==> config.mk <==
export PLATFORM = sky130hd
export DESIGN_NAME = adc_config_word_with_auto_gain
export DESIGN_NICKNAME = d
export VERILOG_FILES = /design/src/adcagc_pkg.sv /design/src/adcagc_cfg_regs.sv /design/src/adcagc_item_eval.sv /design/src/adc_config_word_with_auto_gain.sv
export SDC_FILE = /design/constraint.sdc
export NUM_CORES = 1
export LEC_CHECK = 0
export BUFFER_PORTS_ARGS = -buffer_cell sky130_fd_sc_hd__buf_2
export CORE_UTILIZATION = 45
export CTS_CLUSTER_SIZE = 12
export DETAILED_ROUTE_END_ITERATION = 16
export PLACE_DENSITY = 0.66
export SYNTH_ARGS = -nofsm -noshare
export SYNTH_HDL_FRONTEND = slang
export SYNTH_SLANG_ARGS = --single-unit
==> constraint.sdc <==
create_clock -name clk_i -period 5.3 [get_ports clk_i]
set_input_delay 0 -clock clk_i [delete_from_list [all_inputs] [get_ports clk_i]]
set_output_delay 0 -clock clk_i [all_outputs]
set_load 0.01 [all_outputs]
==> src/adcagc_pkg.sv <==
`timescale 1ns / 1ps
// ----------------------------------------------------------------------------
// adcagc_pkg: shared types and constants for the adc config word block
// Request and result structs, register indexes, opcodes and reset values.
// ----------------------------------------------------------------------------
package adcagc_pkg;

  typedef enum logic [1:0] {
    OP_SINGLE   = 2'd0,
    OP_CONT     = 2'd1,
    OP_SET_GAIN = 2'd2
  } op_e;

  typedef enum logic [2:0] {
    CFG_DIFF_MODE  = 3'd0,
    CFG_DATA_RATE  = 3'd1,
    CFG_AGC_MASK   = 3'd2,
    CFG_HIGH_LIMIT = 3'd3,
    CFG_LOW_LIMIT  = 3'd4
  } cfg_idx_e;

  localparam logic [15:0] HIGH_LIMIT_RST = 16'd26213;
  localparam logic [15:0] LOW_LIMIT_RST  = 16'd6553;
  localparam logic [2:0]  GAIN_RST       = 3'd2;
  localparam logic [2:0]  GAIN_MAX       = 3'd5;
  localparam logic [2:0]  GAIN_MIN       = 3'd0;

  localparam logic [15:0] WORD_START     = 16'h8000;
  localparam logic [15:0] WORD_SINGLE_EN = 16'h4000;
  localparam logic [15:0] WORD_MODE      = 16'h0100;

  typedef struct packed {
    logic [1:0]         operation;
    logic [1:0]         channel;
    logic signed [15:0] adc_result;
    logic [2:0]         gain_value;
  } in_req_t;

  typedef struct packed {
    logic               config_valid;
    logic [15:0]        config_word;
    logic [1:0]         sample_channel;
    logic signed [15:0] sample_value;
    logic [2:0]         gain_used;
    logic [2:0]         gain_next;
  } out_rsp_t;

  typedef struct packed {
    logic        diff_mode;
    logic [2:0]  data_rate;
    logic [3:0]  agc_mask;
    logic [15:0] high_limit;
    logic [15:0] low_limit;
  } cfg_t;

  typedef struct packed {
    logic       gain_we;
    logic [1:0] gain_ch;
    logic [2:0] gain_val;
    logic       cur_we;
    logic [1:0] cur_ch;
  } upd_t;

endpackage

==> src/adcagc_cfg_regs.sv <==
`timescale 1ns / 1ps
// ----------------------------------------------------------------------------
// adcagc_cfg_regs: configuration register file
// Holds mode, rate, auto gain enables and the two magnitude limits.
// ----------------------------------------------------------------------------
module adcagc_cfg_regs (
  input  logic                clk_i,
  input  logic                rst_ni,
  input  logic                cfg_valid_i,
  output logic                cfg_ready_o,
  input  logic [2:0]          cfg_index_i,
  input  logic [15:0]         cfg_data_i,
  output adcagc_pkg::cfg_t    cfg_o
);
  import adcagc_pkg::*;

  cfg_t cfg_q, cfg_d;

  assign cfg_ready_o = 1'b1;
  assign cfg_o       = cfg_q;

  always_comb begin
    cfg_d = cfg_q;
    if (cfg_valid_i) begin
      unique case (cfg_idx_e'(cfg_index_i))
        CFG_DIFF_MODE:  cfg_d.diff_mode  = cfg_data_i[0];
        CFG_DATA_RATE:  cfg_d.data_rate  = cfg_data_i[2:0];
        CFG_AGC_MASK:   cfg_d.agc_mask   = cfg_data_i[3:0];
        CFG_HIGH_LIMIT: cfg_d.high_limit = cfg_data_i;
        CFG_LOW_LIMIT:  cfg_d.low_limit  = cfg_data_i;
        default:        cfg_d            = cfg_q;
      endcase
    end
  end

  always_ff @(posedge clk_i or negedge rst_ni) begin
    if (!rst_ni) begin
      cfg_q.diff_mode  <= 1'b0;
      cfg_q.data_rate  <= 3'd0;
      cfg_q.agc_mask   <= 4'd0;
      cfg_q.high_limit <= HIGH_LIMIT_RST;
      cfg_q.low_limit  <= LOW_LIMIT_RST;
    end else begin
      cfg_q <= cfg_d;
    end
  end

endmodule

==> src/adcagc_item_eval.sv <==
`timescale 1ns / 1ps
// ----------------------------------------------------------------------------
// adcagc_item_eval: per-request evaluation
// Builds the config word, steps the channel gain and forms the state update.
// ----------------------------------------------------------------------------
module adcagc_item_eval #(
  parameter int NUM_CHANNELS = 4
) (
  input  adcagc_pkg::in_req_t  req_i,
  input  adcagc_pkg::cfg_t     cfg_i,
  input  logic [2:0]           gain_i [NUM_CHANNELS],
  input  logic [1:0]           cur_ch_i,
  output adcagc_pkg::out_rsp_t rsp_o,
  output adcagc_pkg::upd_t     upd_o
);
  import adcagc_pkg::*;

  logic [1:0]  sel_ch;
  logic        present;
  logic [2:0]  g_sel;
  logic [2:0]  g_step;
  logic [16:0] mag;
  logic        agc_en;
  logic [15:0] word;

  // channel whose gain this request touches
  always_comb begin
    if (req_i.operation == OP_CONT) begin
      sel_ch = cur_ch_i;
    end else begin
      sel_ch = req_i.channel;
    end
  end

  assign present = {1'b0, sel_ch} < 3'(NUM_CHANNELS);

  always_comb begin
    g_sel = '0;
    for (int c = 0; c < NUM_CHANNELS; c++) begin
      if (sel_ch == 2'(c)) begin
        g_sel = gain_i[c];
      end
    end
  end

  // magnitude, most negative maps to 32768
  assign mag = req_i.adc_result[15] ? (17'h10000 - {1'b0, req_i.adc_result})
                                    : {1'b0, req_i.adc_result};
  assign agc_en = cfg_i.agc_mask[sel_ch];

  always_comb begin
    g_step = g_sel;
    if (agc_en) begin
      priority if (mag > {1'b0, cfg_i.high_limit} && g_sel > GAIN_MIN) begin
        g_step = g_sel - 3'd1;
      end else if (mag < {1'b0, cfg_i.low_limit} && g_sel < GAIN_MAX) begin
        g_step = g_sel + 3'd1;
      end else begin
        g_step = g_sel;
      end
    end
  end

  assign word = WORD_START | (cfg_i.diff_mode ? 16'h0000 : WORD_SINGLE_EN)
              | {2'b00, req_i.channel, 12'h000}
              | {4'h0, (present ? g_sel : 3'd0), 9'h000}
              | WORD_MODE | {8'h00, cfg_i.data_rate, 5'h00};

  always_comb begin
    rsp_o = '0;
    upd_o = '0;
    rsp_o.sample_channel = cur_ch_i;
    upd_o.gain_ch = sel_ch;
    upd_o.cur_ch  = req_i.channel;
    unique case (req_i.operation)
      OP_SINGLE: begin
        rsp_o.config_valid   = 1'b1;
        rsp_o.config_word    = word;
        rsp_o.sample_channel = req_i.channel;
        rsp_o.sample_value   = req_i.adc_result;
        rsp_o.gain_used      = present ? g_sel : 3'd0;
        rsp_o.gain_next      = present ? g_step : 3'd0;
        upd_o.gain_we        = present;
        upd_o.gain_val       = g_step;
        upd_o.cur_we         = 1'b1;
      end
      OP_CONT: begin
        rsp_o.sample_value   = req_i.adc_result;
        rsp_o.gain_used      = present ? g_sel : 3'd0;
        rsp_o.gain_next      = present ? g_step : 3'd0;
        upd_o.gain_we        = present;
        upd_o.gain_val       = g_step;
      end
      OP_SET_GAIN: begin
        rsp_o.sample_channel = req_i.channel;
        rsp_o.gain_used      = present ? g_sel : 3'd0;
        rsp_o.gain_next      = present ? req_i.gain_value : 3'd0;
        upd_o.gain_we        = present;
        upd_o.gain_val       = req_i.gain_value;
      end
      default: begin
        rsp_o.config_valid   = 1'b0;
      end
    endcase
  end

endmodule

==> src/adc_config_word_with_auto_gain.sv <==
`timescale 1ns / 1ps
// A request is captured in the input register, its result in the result register.
// Throughput: one request per cycle unless results stall; gain state is read and
// written in the evaluation stage, so each request sees the prior one's update.
// Reset: asynchronous, active low; gains return to code 2, current channel to
// 0, config registers to their defaults, both stages empty.
// ----------------------------------------------------------------------------
// adc_config_word_with_auto_gain: adc config word builder with auto gain
// Input register, evaluation stage with per-channel gain state, result register.
// ----------------------------------------------------------------------------
module adc_config_word_with_auto_gain #(
  parameter int NUM_CHANNELS = 4
) (
  input  logic                 clk_i,
  input  logic                 rst_ni,
  input  logic                 in_valid_i,
  output logic                 in_ready_o,
  input  adcagc_pkg::in_req_t  in_req_i,
  output logic                 out_valid_o,
  input  logic                 out_ready_i,
  output adcagc_pkg::out_rsp_t out_rsp_o,
  input  logic                 cfg_valid_i,
  output logic                 cfg_ready_o,
  input  logic [2:0]           cfg_index_i,
  input  logic [15:0]          cfg_data_i
);
  import adcagc_pkg::*;

  cfg_t     cfg;
  in_req_t  s1_q;
  logic     s1_valid_q;
  out_rsp_t out_q;
  logic     out_valid_q;
  logic     advance;
  logic     commit;
  logic [2:0] gain_q [NUM_CHANNELS];
  logic [1:0] cur_ch_q;
  out_rsp_t rsp;
  upd_t     upd;

  adcagc_cfg_regs u_cfg (
    .clk_i       (clk_i),
    .rst_ni      (rst_ni),
    .cfg_valid_i (cfg_valid_i),
    .cfg_ready_o (cfg_ready_o),
    .cfg_index_i (cfg_index_i),
    .cfg_data_i  (cfg_data_i),
    .cfg_o       (cfg)
  );

  adcagc_item_eval #(
    .NUM_CHANNELS (NUM_CHANNELS)
  ) u_eval (
    .req_i    (s1_q),
    .cfg_i    (cfg),
    .gain_i   (gain_q),
    .cur_ch_i (cur_ch_q),
    .rsp_o    (rsp),
    .upd_o    (upd)
  );

  assign advance    = !out_valid_q || out_ready_i;
  assign commit     = s1_valid_q && advance;
  assign in_ready_o = !s1_valid_q || advance;

  assign out_valid_o = out_valid_q;
  assign out_rsp_o   = out_q;

  always_ff @(posedge clk_i or negedge rst_ni) begin
    if (!rst_ni) begin
      s1_valid_q  <= 1'b0;
      out_valid_q <= 1'b0;
    end else begin
      if (in_ready_o) begin
        s1_valid_q <= in_valid_i;
      end
      if (advance) begin
        out_valid_q <= s1_valid_q;
      end
    end
  end

  always_ff @(posedge clk_i) begin
    if (in_valid_i && in_ready_o) begin
      s1_q <= in_req_i;
    end
    if (commit) begin
      out_q <= rsp;
    end
  end

  always_ff @(posedge clk_i or negedge rst_ni) begin
    if (!rst_ni) begin
      cur_ch_q <= 2'd0;
      for (int c = 0; c < NUM_CHANNELS; c++) begin
        gain_q[c] <= GAIN_RST;
      end
    end else if (commit) begin
      if (upd.cur_we) begin
        cur_ch_q <= upd.cur_ch;
      end
      for (int c = 0; c < NUM_CHANNELS; c++) begin
        if (upd.gain_we && upd.gain_ch == 2'(c)) begin
          gain_q[c] <= upd.gain_val;
        end
      end
    end
  end

endmodule

# --- Yosys cells after proc, flatten, opt, wreduce, memory -nomap -nowiden ---
# Cells that the tools add are included.
classes:
  n_addsub: 3
  magnitude_cmp: 5
  eq_ne: 9
  n_mux: 17
  bitwise_logic: 3
  n_reduce_logical: 28
ops:
  columns: ["op", "count"]
  rows:
  - ["3-bit 2-to-1 mux", 7]
  - ["2-bit AND reduction", 10]
  - ["17-bit by 16-bit > comparator with 1-bit output", 1]
  - ["17-bit by 16-bit < comparator with 1-bit output", 1]
  - ["17-bit 2-to-1 mux", 1]
  - ["17-bit by 16-bit subtractor with 17-bit output (first input constant)", 1]
  - ["16-bit by 12-bit bitwise OR with 16-bit output", 1]
  - ["16-bit by 14-bit bitwise OR with 16-bit output", 1]
  - ["16-bit by 8-bit bitwise OR with 16-bit output", 1]
  - ["15-bit 2-to-1 mux", 1]
  - ["6-bit case mux with 2 select lines", 1]
  - ["1-bit logical AND", 8]
  - ["2-bit == test (second input constant)", 3]
  - ["3-bit by 2-bit == test with 1-bit output (second input constant)", 2]
  - ["3-bit case mux with 2 select lines", 1]
  - ["2-bit by 1-bit == test with 1-bit output (second input constant)", 2]
  - ["2-bit logical NOT", 2]
  - ["2-bit 2-to-1 mux", 2]
  - ["2-bit OR reduction", 2]
  - ["3-bit by 1-bit adder with 3-bit output (second input constant)", 1]
  - ["3-bit by 1-bit == test with 1-bit output (second input constant)", 1]
  - ["3-bit == test (second input constant)", 1]
  - ["3-bit by 1-bit > comparator with 1-bit output (second input constant)", 1]
  - ["3-bit logical NOT", 1]
  - ["8 further kinds", 12]
totals:
  regBits: 120

# --- Logic depth before layout (Yosys ltp) ---
depth:
  word_depth: 13
  depth_mapped: 16

# --- By module ---
# From an unflattened synthesis, not the netlist that was laid out.
unflattened:
  cells_unflattened: 468
  hier_area_um2: 6105.9
by_module_without_submodules:
  columns: ["mod", "instances", "cells_per_inst", "area_each_um2", "seq_area_each_um2"]
  rows:
  - ["adc_config_word_with_auto_gain", 1, 108, 2635.0, 2327.2]
  - ["adcagc_item_eval", 1, 270, 1853.0, 0.0]
  - ["adcagc_cfg_regs", 1, 90, 1617.8, 1019.7]

# --- Least setup slack after synthesis ---
# No wires, ideal clock.
synth_path:
  path_type: "reg-to-reg"
  from: "register s1_q[3] (netlist name)"
  to: "register out_q, in the netlist out_rsp_o[2] (data pin)"
  setup_ns: 0.268
  t_arrival_ns: 3.597
  slack_ns: 1.435
  stages_incl_launch_ff: 17
  n_path_buf: 0
  path_cell_list: "edfxtp_1 -> inv_1 -> ha_1 -> nand2_1 -> or3_1 -> nand2b_1 -> o21ai_0 -> xnor2_1 -> ha_1 -> a21o_1 -> a21oi_1 -> o211ai_1 -> nor4_1 -> o32ai_2 -> o211ai_1 -> mux2i_1 -> nand2_1"
synth_rtl:
  columns: ["item", "line_no", "rtl"]
  rows:
  - ["from (decl)", "adc_config_word_with_auto_gain.sv:30", "in_req_t s1_q;"]
  - ["from (signal assigned)", "adc_config_word_with_auto_gain.sv:85", "s1_q <= in_req_i;"]
  - ["to (signal assigned)", "adc_config_word_with_auto_gain.sv:88", "out_q <= rsp;"]
  - ["to (decl)", "adc_config_word_with_auto_gain.sv:32", "out_rsp_t out_q;"]

==> qor.yml <==
yosysWarnings: 0
fp.dieH_um: 114
finalSetupViolCount: 0
max_stage_delay_ns: 0.76
htree_num_levels: 4
status: "complete, no violations"
synth_edf_count: 58
crit_chain: "inv_1 > ha_1 > nand2_1 > or3_1 > nand2b_1 > o21ai_0 > xnor2_1 > ha_1 > a21o_1 > a21oi_1 > o211ai_1 > nor4_1 > o32ai_2 > o211ai_1 > mux2i_1 > nand2_1"
io_pins: 91
ir_drop_mv: 0.148
syn_area_um2: 5660
post-route-drc-count: 0
hold_viol: 0
maxCapViolCount: 0
path_class: "flop to flop"
finClkSkew_ns: 0.0104
start_util_pct: 46.6
ys_types: 47
die_area_um2: 13000
fin_cells: 788
p_int_uw: 2110
wire_per_inst_um: 15.4
rsz0062_at_grt: "false"
min_period_over_period_pct: 85.9
cts_max_path_buffers: 2
p_seq_share_pct: 41.5
synth-main-ff-cell: "edfxtp_1"
dp_hpwl_um: 8710
endpoint_kind: "flop"
max_freq_ghz: 0.220
p_clk_share_pct: 35.2
grt_pass1_wl_um: 20100
placementRows: 40
synth_xor_area_share_pct: 2.17
synth_mux_area_share_pct: 10.4
insertion_delay_ns: 0.41
core_um2: 12200
critical_path.startpoint_type: "flop"
synth-seq-cells: 114
vias: 3940
synth_compound_area_share_pct: 7.91
tritoncts: "built"
area_growth_pct: 27.8
drtIter0Drc: 193
swShare_pct: 28.9
synth_top_family_by_area: "simple AND/OR/NAND/NOR gates"
antenna_found_initial: 0
relSlewSlack_pct: 23.7
grt_overflow_total: 0
slew_violations: 0
ys_seq_area_share_pct: 55.9
avgViaCountPerCell: 5.00
numCtsBuffers: 17
drt-pass1-iter-count: 4
setup_tns_ns: 0
ant_nets: 0
crit_family: "simple AND/OR/NAND/NOR gates"
power_density_nw_per_um2: 410
placed_area_um2: 6250
switchingPower_uw: 856
io_buffer_count: 84
syn-mean-instance-area_um2: 12.0
grt_max_degree: 57
design_area_um2: 7230
arrival_ns: 4.69
cpMaxStageDelayCell: "nor4_1"
groute.usage.overall_pct: 20.4
die_x_um: 114
ctsResizeCount: 0
synth_simple_gate_area_share_pct: 11.7
fin_crit_ns: 4.55
root_buffer: "clkbuf_16"
worst_pin_slew_ns: 1.14
crit_fanout: 5
hold_class: "input pin to flop"
cts_sinks: 114
p_leak_uw: 0.00308
final_nets: 689
fin_ws_ns: 0.750
dp_slack_ns: 0.858
power_frac_comb_pct: 23.3
synthAdderAreaFrac_pct: 7.73
first_global_vias: 4050
async_reset_ff_share_pct: 49.1
gp_congestion: 0.875
wirelength_um: 12100
drive_above_1_share_pct: 29.4
cp_num_buf_inv: 1
clkTransAtPathRegs_ns: 0.05
dp.cells: 713
cp.required_ns: 5.44
synthCells: 470
n_antenna_cell: 0
[state kept, by name, summed over array words and instances, names as in the netlist]
register / flops
out_rsp_o: 35
s1_valid_q: 1
u_cfg.cfg_o: 40
cur_ch_q: 2
gain_q: 12
out_valid_o: 1
s1_q: 23
[metrics by stage]
step	power, µW	hold WS, ns	utilization [%]
floorplan	1700	-0.296	-
global placement	1880	0.174	51.4
detailed placement	1910	0.178	51.4
CTS	2990	0.0109	59.5
global route	3130	0.0339	59.5
finish	2970	0.0163	59.5
[kinds of logic after synthesis]
group / count (synthesis)
AOI/OAI and AO/OA: 71
xor gates and xnor gates: 14
adders and majority gates: 35
buffers and inverters: 53
DFF: 114
muxes: 49
other: 2
and+or+nand+nor: 132
[repair_timing]
item / in CTS / in global routing
buffers inserted: 0 / 0
hold buffers: 43 / 0
endpoints found under the hold margin: 102 / 0
[path summary, 6_finish.rpt]
path	startpoint	to	slack, ns	cells past startpoint
worst max-delay path	s1_q[3]	out_rsp_o[2]	0.75	16
worst min-delay path	cfg_index_i[1]	u_cfg.cfg_o[39]	0.02	3
worst max register to register	s1_q[3]	out_rsp_o[2]	0.75	16
worst min register to register	u_cfg.cfg_o[37]	u_cfg.cfg_o[37]	0.50	1
max in group asynchronous	rst_ni	gain_q[2]	4.56	3
min in group asynchronous	rst_ni	u_cfg.cfg_o[5]	0.26	3
[layout by cell type, fill, tap and decap left out, types with 21 or more instances in the layout]
cell type	synthesis	final
nor2_1	21	21
ha_1	35	35
mux2_2	36	36
edfxtp_1	58	58
o21ai_0	33	33
inv_1	37	37
dlygate4sd3_1	0	43
buf_2	0	84
dfrtp_1	37	37
nand2_1	44	44
[power by group through the flow]
stage | Clock [µW] | Sequential (µW) | Combinational [µW]
after global routing | 1100 | 1250 | 781
after CTS | 1060 | 1230 | 693
final | 1040 | 1230 | 691
after floorplan | 0 | 1230 | 471
after global placement | 0 | 1240 | 642
after detailed placement | 0 | 1240 | 661
[per-layer routing]
metal  GRT usage (%)  up-vias  wire length [µm]
li1                -     1935                 -
met5               0        -                 0
met4            8.57        0               137
met3            4.76        8               383
met1            28.3     1904              6060
met2            30.9       93              5520
[worst register-to-register path: cells and delay by family (launching register included)]
family	cells	cell delay [ns]
AO/OA/AOI/OAI	6	1.19
multiplexers	1	0.41
flip-flops	1	0.37
AND/OR/NAND/NOR	5	1.43
buffers and inverters	1	0.16
adder cells (fa/ha/maj)	2	0.51
XOR/XNOR	1	0.19
[cell usage after synthesis (3+ instances only)]
master    count  area share [%]
inv_1        37             2.5
nor2_1       21             1.4
ha_1         35             7.7
nand2b_1      7            0.77
and2_1        7            0.77
nor2b_1      16             1.8
nand4_1       4            0.44
nand3_1       6            0.53
o31ai_1       3            0.40
dfstp_2      19             8.8
nand3b_1      3            0.40
dfrtp_1      37              16
nand2_1      44             2.9
or3_1         4            0.44
xnor2_1      14             2.2
mux2i_1       8             1.4
nor3_1       10            0.88
a211oi_1      3            0.40
a31oi_1       5            0.55
o21ai_0      33             2.9
mux4_2        3             1.2
nor3b_1       3            0.40
clkbuf_1      9            0.60
edfxtp_1     58              31
mux2_2       36             7.2
buf_4         7            0.93
a21oi_1      12             1.1
[layout make-up]
cell class,instances,area (µm²)
clock inverters,9,52.6
repair buffers,130,873
well taps,168,210
inverters,37,139
flip-flops and latches,114,3170
multi-input cells,307,2290
fillers,1024,4930
clock buffers,23,500
(Power assumes the default switching activity.)
